$ cat src/vfa_pkg.sv
// Shared types, constants and register codes of the vitals and fall alert block.
package vfa_pkg;

    // Per-patient detector storage depth
    localparam int NUM_PATIENTS = 2;

    // Classification queue between front and back
    localparam int Q_AW    = 1;
    localparam int Q_DEPTH = 1 << Q_AW;

    // Fixed detector thresholds (accel 1/1024 g, gyro 1/16 dps)
    localparam logic [31:0] FREEFALL_SQ = 32'd262144;   // (0.5 g)^2
    localparam logic [31:0] IMPACT_SQ   = 32'd6553600;  // (2.5 g)^2
    localparam logic [15:0] LEVEL_LIMIT = 16'd512;      // 0.5 g
    localparam logic [16:0] STILL_LIMIT = 17'd160;      // 10 dps

    // Configuration register indexes
    localparam logic [2:0] REG_HR_LOW     = 3'd0;
    localparam logic [2:0] REG_HR_HIGH    = 3'd1;
    localparam logic [2:0] REG_TEMP_HIGH  = 3'd2;
    localparam logic [2:0] REG_TEMP_LOW   = 3'd3;
    localparam logic [2:0] REG_SPO2_LOW   = 3'd4;
    localparam logic [2:0] REG_FF_TIMEOUT = 3'd5;
    localparam logic [2:0] REG_STILL_HOLD = 3'd6;
    localparam logic [2:0] REG_GYRO_THR   = 3'd7;

    // Alert flag bit positions
    localparam int FLAG_HR_LOW    = 0;
    localparam int FLAG_HR_HIGH   = 1;
    localparam int FLAG_TEMP_HIGH = 2;
    localparam int FLAG_TEMP_LOW  = 3;
    localparam int FLAG_SPO2_LOW  = 4;
    localparam int FLAG_FALL      = 5;

    typedef enum logic [3:0] {
        ST_NORMAL   = 4'b0001,
        ST_FREEFALL = 4'b0010,
        ST_IMPACT   = 4'b0100,
        ST_FLAT     = 4'b1000
    } t_stage;

    typedef struct packed {
        logic [0:0]          patient_index;
        logic [31:0]         now_ms;
        logic [8:0]          heart_rate;
        logic [9:0]          spo2_tenths;
        logic signed [11:0]  temp_decideg;
        logic signed [15:0]  accel_x;
        logic signed [15:0]  accel_y;
        logic signed [15:0]  accel_z;
        logic signed [15:0]  rate_x;
        logic signed [15:0]  rate_y;
        logic signed [15:0]  rate_z;
    } t_in_item;

    typedef struct packed {
        logic [0:0]          out_patient;
        logic [8:0]          out_heart_rate;
        logic [9:0]          out_spo2;
        logic signed [11:0]  out_temp;
        logic [5:0]          alert_flags;
    } t_out_item;

    typedef struct packed {
        logic [8:0]          hr_low;
        logic [8:0]          hr_high;
        logic signed [11:0]  temp_high;
        logic signed [11:0]  temp_low;
        logic [9:0]          spo2_low;
        logic [15:0]         ff_timeout;
        logic [15:0]         still_hold;
        logic [16:0]         gyro_thr;
    } t_cfg;

    // Classified sample handed from front to back
    typedef struct packed {
        logic [0:0]          patient;
        logic [31:0]         now_ms;
        logic [8:0]          heart_rate;
        logic [9:0]          spo2;
        logic signed [11:0]  temp;
        logic [4:0]          vital_flags;
        logic                acc_low;
        logic                acc_high;
        logic                level;
        logic                gyro_over;
        logic                still;
    } t_cls;

endpackage

$ cat src/vfa_front.sv
// Front end: accept samples, square and compare, produce classified items.
module vfa_front (
    input  logic                i_clk,
    input  logic                i_rst_n,
    input  logic                i_in_valid,
    output logic                o_in_ready,
    input  vfa_pkg::t_in_item   i_in_item,
    input  vfa_pkg::t_cfg       i_cfg,
    input  logic                i_q_full,
    output logic                o_cls_valid,
    output vfa_pkg::t_cls       o_cls
);
    import vfa_pkg::*;

    typedef struct packed {
        logic [0:0]          patient;
        logic [31:0]         now_ms;
        logic [8:0]          heart_rate;
        logic [9:0]          spo2;
        logic signed [11:0]  temp;
        logic [4:0]          vital_flags;
        logic [30:0]         sq_x;
        logic [30:0]         sq_y;
        logic [30:0]         sq_z;
        logic [15:0]         az_abs;
        logic [16:0]         gyro_sum;
    } t_s1;

    logic               r_s1_valid, n_s1_valid;
    t_s1                r_s1, n_s1;
    logic signed [31:0] w_px, w_py, w_pz;
    logic [15:0]        w_rx_abs, w_ry_abs, w_rz_abs, w_az_abs;
    logic [4:0]         w_vflags;
    logic [31:0]        w_acc;
    logic               w_accept, w_move;

    function automatic logic [15:0] abs16(input logic signed [15:0] v);
        return v[15] ? 16'(~v + 16'sd1) : 16'(v);
    endfunction

    assign w_move     = r_s1_valid && !i_q_full;
    assign o_in_ready = !r_s1_valid || !i_q_full;
    assign w_accept   = i_in_valid && o_in_ready;

    assign w_px = $signed(i_in_item.accel_x) * $signed(i_in_item.accel_x);
    assign w_py = $signed(i_in_item.accel_y) * $signed(i_in_item.accel_y);
    assign w_pz = $signed(i_in_item.accel_z) * $signed(i_in_item.accel_z);

    assign w_rx_abs = abs16(i_in_item.rate_x);
    assign w_ry_abs = abs16(i_in_item.rate_y);
    assign w_rz_abs = abs16(i_in_item.rate_z);
    assign w_az_abs = abs16(i_in_item.accel_z);

    always_comb begin
        w_vflags = '0;
        w_vflags[FLAG_HR_LOW]    = i_in_item.heart_rate < i_cfg.hr_low;
        w_vflags[FLAG_HR_HIGH]   = i_in_item.heart_rate > i_cfg.hr_high;
        w_vflags[FLAG_TEMP_HIGH] = $signed(i_in_item.temp_decideg) > $signed(i_cfg.temp_high);
        w_vflags[FLAG_TEMP_LOW]  = $signed(i_in_item.temp_decideg) < $signed(i_cfg.temp_low);
        w_vflags[FLAG_SPO2_LOW]  = i_in_item.spo2_tenths < i_cfg.spo2_low;
    end

    always_comb begin
        n_s1             = r_s1;
        n_s1_valid       = w_accept ? 1'b1 : (w_move ? 1'b0 : r_s1_valid);
        if (w_accept) begin
            n_s1.patient     = i_in_item.patient_index;
            n_s1.now_ms      = i_in_item.now_ms;
            n_s1.heart_rate  = i_in_item.heart_rate;
            n_s1.spo2        = i_in_item.spo2_tenths;
            n_s1.temp        = i_in_item.temp_decideg;
            n_s1.vital_flags = w_vflags;
            n_s1.sq_x        = w_px[30:0];
            n_s1.sq_y        = w_py[30:0];
            n_s1.sq_z        = w_pz[30:0];
            n_s1.az_abs      = w_az_abs;
            n_s1.gyro_sum    = 17'(w_rx_abs) + 17'(w_ry_abs) + 17'(w_rz_abs);
        end
    end

    always_ff @(posedge i_clk) begin
        if (!i_rst_n) begin
            r_s1_valid <= 1'b0;
        end else begin
            r_s1_valid <= n_s1_valid;
        end
        r_s1 <= n_s1;
    end

    // Magnitude sum and classification on the registered squares
    assign w_acc = 32'(r_s1.sq_x) + 32'(r_s1.sq_y) + 32'(r_s1.sq_z);

    assign o_cls_valid       = r_s1_valid;
    assign o_cls.patient     = r_s1.patient;
    assign o_cls.now_ms      = r_s1.now_ms;
    assign o_cls.heart_rate  = r_s1.heart_rate;
    assign o_cls.spo2        = r_s1.spo2;
    assign o_cls.temp        = r_s1.temp;
    assign o_cls.vital_flags = r_s1.vital_flags;
    assign o_cls.acc_low     = w_acc < FREEFALL_SQ;
    assign o_cls.acc_high    = w_acc > IMPACT_SQ;
    assign o_cls.level       = r_s1.az_abs < LEVEL_LIMIT;
    assign o_cls.gyro_over   = r_s1.gyro_sum > i_cfg.gyro_thr;
    assign o_cls.still       = r_s1.gyro_sum < STILL_LIMIT;

endmodule

$ cat src/vfa_queue.sv
// Short FIFO of classified items between front and back.
module vfa_queue (
    input  logic            i_clk,
    input  logic            i_rst_n,
    input  logic            i_push,
    input  vfa_pkg::t_cls   i_data,
    output logic            o_full,
    input  logic            i_pop,
    output logic            o_valid,
    output vfa_pkg::t_cls   o_data
);
    import vfa_pkg::*;

    t_cls               r_mem [Q_DEPTH];
    logic [Q_AW-1:0]    r_wr_ptr, r_rd_ptr;
    logic [Q_AW:0]      r_count;
    logic               w_push, w_pop;

    assign o_full  = r_count == (Q_AW+1)'(Q_DEPTH);
    assign o_valid = r_count != '0;
    assign o_data  = r_mem[r_rd_ptr];
    assign w_push  = i_push && !o_full;
    assign w_pop   = i_pop && o_valid;

    always_ff @(posedge i_clk) begin
        if (!i_rst_n) begin
            r_wr_ptr <= '0;
            r_rd_ptr <= '0;
            r_count  <= '0;
        end else begin
            if (w_push) begin
                r_wr_ptr <= r_wr_ptr + 1'b1;
            end
            if (w_pop) begin
                r_rd_ptr <= r_rd_ptr + 1'b1;
            end
            case ({w_push, w_pop})
                2'b10:   r_count <= r_count + 1'b1;
                2'b01:   r_count <= r_count - 1'b1;
                default: r_count <= r_count;
            endcase
        end
        if (w_push) begin
            r_mem[r_wr_ptr] <= i_data;
        end
    end

endmodule

$ cat src/vfa_back.sv
// Back end: per-patient fall detector update and registered result stage.
module vfa_back (
    input  logic                i_clk,
    input  logic                i_rst_n,
    input  logic                i_head_valid,
    input  vfa_pkg::t_cls       i_head,
    output logic                o_pop,
    input  vfa_pkg::t_cfg       i_cfg,
    output logic                o_out_valid,
    input  logic                i_out_ready,
    output vfa_pkg::t_out_item  o_out_item
);
    import vfa_pkg::*;

    t_stage         r_stage [NUM_PATIENTS];
    logic [31:0]    r_start [NUM_PATIENTS];
    logic           r_out_valid;
    t_out_item      r_out;

    t_stage         w_cur, w_nxt;
    logic [31:0]    w_elapsed;
    logic           w_set_start, w_fall, w_pat_ok;

    assign o_pop     = i_head_valid && (!r_out_valid || i_out_ready);
    assign w_pat_ok  = 32'(i_head.patient) < 32'(NUM_PATIENTS);
    assign w_cur     = r_stage[i_head.patient];
    assign w_elapsed = i_head.now_ms - r_start[i_head.patient];

    always_comb begin
        w_nxt       = w_cur;
        w_set_start = 1'b0;
        w_fall      = 1'b0;
        case (w_cur)
            ST_NORMAL: begin
                if (i_head.acc_low) begin
                    w_nxt       = ST_FREEFALL;
                    w_set_start = 1'b1;
                end
            end
            ST_FREEFALL: begin
                if (i_head.acc_high) begin
                    w_nxt = ST_IMPACT;
                end else if (w_elapsed > 32'(i_cfg.ff_timeout)) begin
                    w_nxt = ST_NORMAL;
                end
            end
            ST_IMPACT: begin
                if (i_head.level && i_head.gyro_over) begin
                    w_nxt       = ST_FLAT;
                    w_set_start = 1'b1;
                end else begin
                    w_nxt = ST_NORMAL;
                end
            end
            ST_FLAT: begin
                if (!i_head.still) begin
                    w_nxt = ST_NORMAL;
                end else if (w_elapsed > 32'(i_cfg.still_hold)) begin
                    w_nxt  = ST_NORMAL;
                    w_fall = 1'b1;
                end
            end
            default: begin
                w_nxt = ST_NORMAL;
            end
        endcase
    end

    always_ff @(posedge i_clk) begin
        if (!i_rst_n) begin
            r_out_valid <= 1'b0;
            for (int i = 0; i < NUM_PATIENTS; i++) begin
                r_stage[i] <= ST_NORMAL;
                r_start[i] <= '0;
            end
        end else begin
            if (o_pop) begin
                r_out_valid <= 1'b1;
            end else if (i_out_ready) begin
                r_out_valid <= 1'b0;
            end
            if (o_pop && w_pat_ok) begin
                r_stage[i_head.patient] <= w_nxt;
                if (w_set_start) begin
                    r_start[i_head.patient] <= i_head.now_ms;
                end
            end
        end
        if (o_pop) begin
            r_out.out_patient    <= i_head.patient;
            r_out.out_heart_rate <= i_head.heart_rate;
            r_out.out_spo2       <= i_head.spo2;
            r_out.out_temp       <= i_head.temp;
            r_out.alert_flags    <= {w_fall && w_pat_ok, i_head.vital_flags};
        end
    end

    assign o_out_valid = r_out_valid;
    assign o_out_item  = r_out;

endmodule

$ cat src/vitals_and_fall_alert.sv
// Top level of the vitals and fall alert block: config registers and pipeline.
//
// Usage
//   Input channel (i_in_valid / o_in_ready / i_in_item) carries one sensor
//   sample: patient, arrival tick, vitals, three accel and three gyro axes.
//   Output channel (o_out_valid / i_out_ready / o_out_item) returns one item
//   per sample, in order: the echoed vitals plus six alert flags. The fall
//   flag is set only on the sample that completes a fall sequence.
//   Path: an accepted sample is registered in the front stage, pushed into
//   the queue, then registered in the back result stage. Throughput: one
//   sample per cycle when not stalled, set by the per-patient detector update.
//   Configuration: i_cfg_we writes i_cfg_data (masked to the register's
//   width) into register i_cfg_idx at the clock edge; write only while idle.
//   Reset (i_rst_n low, synchronous) restores default thresholds, returns
//   every patient's detector to the normal stage with a zero start tick, and
//   empties the pipeline.
//   Stall: when i_out_ready is low the result holds; the front keeps taking
//   samples until its stage and the two-entry queue fill, then drops
//   o_in_ready.
module vitals_and_fall_alert (
    input  logic                i_clk,
    input  logic                i_rst_n,
    input  logic                i_in_valid,
    output logic                o_in_ready,
    input  vfa_pkg::t_in_item   i_in_item,
    output logic                o_out_valid,
    input  logic                i_out_ready,
    output vfa_pkg::t_out_item  o_out_item,
    input  logic                i_cfg_we,
    input  logic [2:0]          i_cfg_idx,
    input  logic [16:0]         i_cfg_data
);
    import vfa_pkg::*;

    t_cfg   r_cfg;
    t_cls   w_front_cls, w_head;
    logic   w_front_valid, w_q_full, w_head_valid, w_pop;

    // Configuration registers: take the low bits that fit each register
    always_ff @(posedge i_clk) begin
        if (!i_rst_n) begin
            r_cfg.hr_low     <= 9'd60;
            r_cfg.hr_high    <= 9'd100;
            r_cfg.temp_high  <= 12'sd380;
            r_cfg.temp_low   <= 12'sd350;
            r_cfg.spo2_low   <= 10'd900;
            r_cfg.ff_timeout <= 16'd1000;
            r_cfg.still_hold <= 16'd1500;
            r_cfg.gyro_thr   <= 17'd2400;
        end else if (i_cfg_we) begin
            case (i_cfg_idx)
                REG_HR_LOW:     r_cfg.hr_low     <= i_cfg_data[8:0];
                REG_HR_HIGH:    r_cfg.hr_high    <= i_cfg_data[8:0];
                REG_TEMP_HIGH:  r_cfg.temp_high  <= i_cfg_data[11:0];
                REG_TEMP_LOW:   r_cfg.temp_low   <= i_cfg_data[11:0];
                REG_SPO2_LOW:   r_cfg.spo2_low   <= i_cfg_data[9:0];
                REG_FF_TIMEOUT: r_cfg.ff_timeout <= i_cfg_data[15:0];
                REG_STILL_HOLD: r_cfg.still_hold <= i_cfg_data[15:0];
                REG_GYRO_THR:   r_cfg.gyro_thr   <= i_cfg_data[16:0];
                default:        r_cfg            <= r_cfg;
            endcase
        end
    end

    // Front: accept, square, compare, classify
    vfa_front u_front (
        .i_clk       (i_clk),
        .i_rst_n     (i_rst_n),
        .i_in_valid  (i_in_valid),
        .o_in_ready  (o_in_ready),
        .i_in_item   (i_in_item),
        .i_cfg       (r_cfg),
        .i_q_full    (w_q_full),
        .o_cls_valid (w_front_valid),
        .o_cls       (w_front_cls)
    );

    // Decouple front and back so each can stall on its own
    vfa_queue u_queue (
        .i_clk   (i_clk),
        .i_rst_n (i_rst_n),
        .i_push  (w_front_valid),
        .i_data  (w_front_cls),
        .o_full  (w_q_full),
        .i_pop   (w_pop),
        .o_valid (w_head_valid),
        .o_data  (w_head)
    );

    // Back: advance the patient's detector and register the result
    vfa_back u_back (
        .i_clk        (i_clk),
        .i_rst_n      (i_rst_n),
        .i_head_valid (w_head_valid),
        .i_head       (w_head),
        .o_pop        (w_pop),
        .i_cfg        (r_cfg),
        .o_out_valid  (o_out_valid),
        .i_out_ready  (i_out_ready),
        .o_out_item   (o_out_item)
    );

endmodule

$ cat config.mk
export PLATFORM = sky130hd
export DESIGN_NAME = vitals_and_fall_alert
export DESIGN_NICKNAME = d
export VERILOG_FILES = /design/src/vfa_pkg.sv /design/src/vfa_front.sv /design/src/vfa_queue.sv /design/src/vfa_back.sv /design/src/vitals_and_fall_alert.sv
export SDC_FILE = /design/constraint.sdc
export NUM_CORES = 2
export LEC_CHECK = 0
export ABC_AREA = 1
export ABC_CLOCK_PERIOD_IN_PS = 8900
export BUFFER_PORTS_ARGS = -buffer_cell sky130_fd_sc_hd__buf_2
export CAP_MARGIN = 15
export CORE_AREA = 2 2 383 385
export CTS_CLUSTER_DIAMETER = 60
export DETAILED_ROUTE_END_ITERATION = 16
export DIE_AREA = 0 0 385 387
export PLACE_DENSITY_LB_ADDON = 0.3
export SLEW_MARGIN = 20
export SYNTH_ARGS = -nofsm -noshare
export SYNTH_HDL_FRONTEND = slang
export SYNTH_SLANG_ARGS = --single-unit
$ cat constraint.sdc
create_clock -name i_clk -period 8.9 [get_ports i_clk]
set_input_delay 0.89 -clock i_clk [delete_from_list [all_inputs] [get_ports i_clk]]
set_output_delay 0.89 -clock i_clk [all_outputs]
set_load 0.05 [all_outputs]
==> impl_results.md <==
- Status: complete, no violations
- Port Buf Inserts: 224
- Clk slew on worst S/H paths: 0.06 ns
- Post-CTS Resized: 0
- Floorplan row count: 140
- Min cycle time layout: 6.28 ns
- Crit Path Max Fanout: 22
- Initial core utilization: 37.9%
- Die Area: 149000 sq um
- Routed WL: 131000 um
- Post-synthesis cell area: 54900 sq um
- Top-area cell type share of the netlist area: 26.9%
- Max Cap Viol: 0
- First-pass DRT Iterations: 5
- # hold bufs at CTS: 0
- CTS tree: built
- HP Start: u_front.o_cls[50]
- Via count: 38.3k
- Post-Place Cell Area: 57900 sq um
- Finished Cell Area: 60000 sq um
- Clock Path Buffers: 3
- Area Growth Syn to Fin: 9.43%
- Slew headroom: 32.1%
- CTS buffer count: 67
- Placer Congestion: 0.901
- Post-synth top flop: edfxtp_1
- Initial antenna violation count: 10
- Worst path slowest cell: fa_1
- Top post-synthesis cells by count: inv_1, nand2_1, fa_1
- Vias in the first global route: 40.5k
- Post-DP HPWL: 106000 um
- YS warnings: 0
- Post-layout util: 41.4%
- Asr flop ratio synth: 0%
- Overflow after GRT: 0
- Worst reg2reg path depth: 22
- CP Launch Type: primary input
- First-pass GRT wire length: 211000 um
- Setup violators final: 0
- Setup Skew: 0.0266 ns
- DRT iter0 DRCs: 2199
- Largest net degree at the start of global routing: 125
- Cell taking the most area after synthesis: fa_1
- CP Class: primary input to flop
- # clock sinks: 549
- Worst setup EP type: flop
- Netlist cell types: 61
- Max H-tree Level: 3
- Via/cell ratio: 4.72
- Crit path buffers/inverters: 7
- Post-CTS setup buffers: 0
- Largest delay share family, worst path: adder cells
- Hold Path Depth: 0
- Die width: 385 um
- CTS root buffer: clkbuf_16
- Arr. time, crit path: 6.65 ns
- Antenna-violating nets left: 0
- Layout Nets: 7510
- Ports: 225
- Total GRT Usage: 17.9%
- Layout cell share with drive strength beyond 1: 7.28%
- # DRC: 0
- Clock latency on the worst-skew pair: 0.64 ns
- Max Transition Viols Final: 0
- Number of synthesized register bits: 549
- Worst Path Required: 9.27 ns
- EDFF count, synth: 441
- Hold Path Sink: u_queue.r_mem[0][50]
- Most instantiated library cell after synthesis: inv_1
- Worst reg2reg endpoint: u_back.r_stage[0][0]
- Hold Path Class: flop to flop
- Slew @ Worst Pin: 1.01 ns
- Gate count of the mapped netlist: 5995
- Final hold vios: 0
- Post-synthesis sequential area ratio: 28.1%
- Max Fclk: 159 MHz
- Cells along the critical path: buf_2, nand2_1, inv_1, fa_1, inv_1, fa_1, inv_1, fa_1, fa_1, fa_1, inv_1, fa_1, inv_1, ha_1, nand2_1, inv_1, a221oi_1, o21ai_1, a21boi_1, o21bai_1, xor2_1
- RSZ-0062 raised after global routing: false
- Critical path's largest stage delay: 0.80 ns
- Core area: 145000 sq um
- Synth Area per Inst: 9.15 sq um
- Synth top area cells: fa_1, edfxtp_1, inv_1, ha_1, nand2_1
- Die height: 387 um
- Setup tns final: 0 ns
- Crit share post-route: 70.5%
- Wire length per cell: 16.1 um
- R2r setup slk: 3.49 ns
## state kept, by name (all words and copies together), names as in the netlist, named ones only
name	flops
u_front.o_cls_valid	1
u_queue.r_mem	148
u_queue.r_wr_ptr	1
u_back.o_out_item	38
u_front.r_s1	114
u_queue.r_count	2
u_queue.r_rd_ptr	1
u_back.r_start	64
u_front.o_cls	69
u_back.o_out_valid	1
r_cfg	101
u_back.r_stage	8
## per-stage QoR
step | worst slack [ns] | hold slack, ns | instances
after CTS | 2.67 | 0.360 | 8122
after detailed placement | 1.97 | 0.429 | 8003
after global routing | 2.27 | 0.388 | 8124
after global placement | 2.06 | 0.421 | 8003
final | 2.62 | 0.426 | 8127
after floorplan | 2.39 | 0.421 | 5997
## how the worst max path moves through the flow
stage	startpoint	to	slack (ns)	cells after the start
3_5_place_dp	i_in_item[95]	u_front.r_s1[122]	1.97	21
2_1_floorplan	i_in_item[83]	u_front.r_s1[122]	2.39	22
5_1_grt	i_in_item[63]	u_front.r_s1[61]	2.27	20
3_3_place_gp	i_in_item[51]	u_front.r_s1[57]	2.06	20
6_report	i_in_item[95]	u_front.r_s1[122]	2.62	21
4_1_cts	i_in_item[95]	u_front.r_s1[122]	2.67	21
## cell type report
class                      count  area, sq um
antenna                        5         12.5
clock buffer                  81         1780
clock inverter                38          320
fill                       14257        84800
inverter                    1556         5850
multi-input combinational   3743        33000
sequential                   549        15400
tap                         1917         2400
timing repair buffer         238         1230
## per-layer routing
layer  share of wire, %  global-route usage, %  wire [um]
met1                 43                   22.7      56000
met2                 50                   31.5      65100
met3                4.3                   2.03       5650
met4                2.9                   5.69       3850
met5             0.0099                      0         13
## worst reg2reg max path, delay by kind of cell (launching register included)
family | cells | cell delay, ns
fa+ha+maj | 3 | 0.84
simple gates | 12 | 2.17
compound gates | 1 | 0.27
flops | 1 | 0.51
xor+xnor | 1 | 0.34
buf+inv | 5 | 1.01
## cell families (layout without fill, tap and decap cells)
kind of cell               Yosys count  count (layout)  share of synthesized area, %
AOI/OAI and AO/OA                  605             605                          6.22
xor gates and xnor gates           228             228                          3.64
adders and majority gates         1170            1170                          36.8
buffers and inverters             1705            1913                          11.8
DFF                                549             549                          28.1
muxes                               33              33                         0.604
other                                1               8                       0.00684
and+or+nand+nor                   1704            1704                          12.9
## cell usage in the layout (no fill, tap or decap), types with 16 or more instances in the layout
master and n:
o21bai_1 16, nor4_1 18, ha_1 433, mux2i_1 32, xnor2_1 73, dfxtp_1 107
buf_2 224, edfxtp_1 441, xor2_1 155, fa_1 737, nor2_1 310, o211ai_1 44
nor3_1 42, or2_2 42, inv_1 1541, o21ai_0 193, clkbuf_16 69, nand4_1 47
nand3_1 97, a21oi_1 258, nand2_1 1077
Power is not shown: default switching activity piles up to over one toggle a cycle in this logic, so the estimate is an artifact.
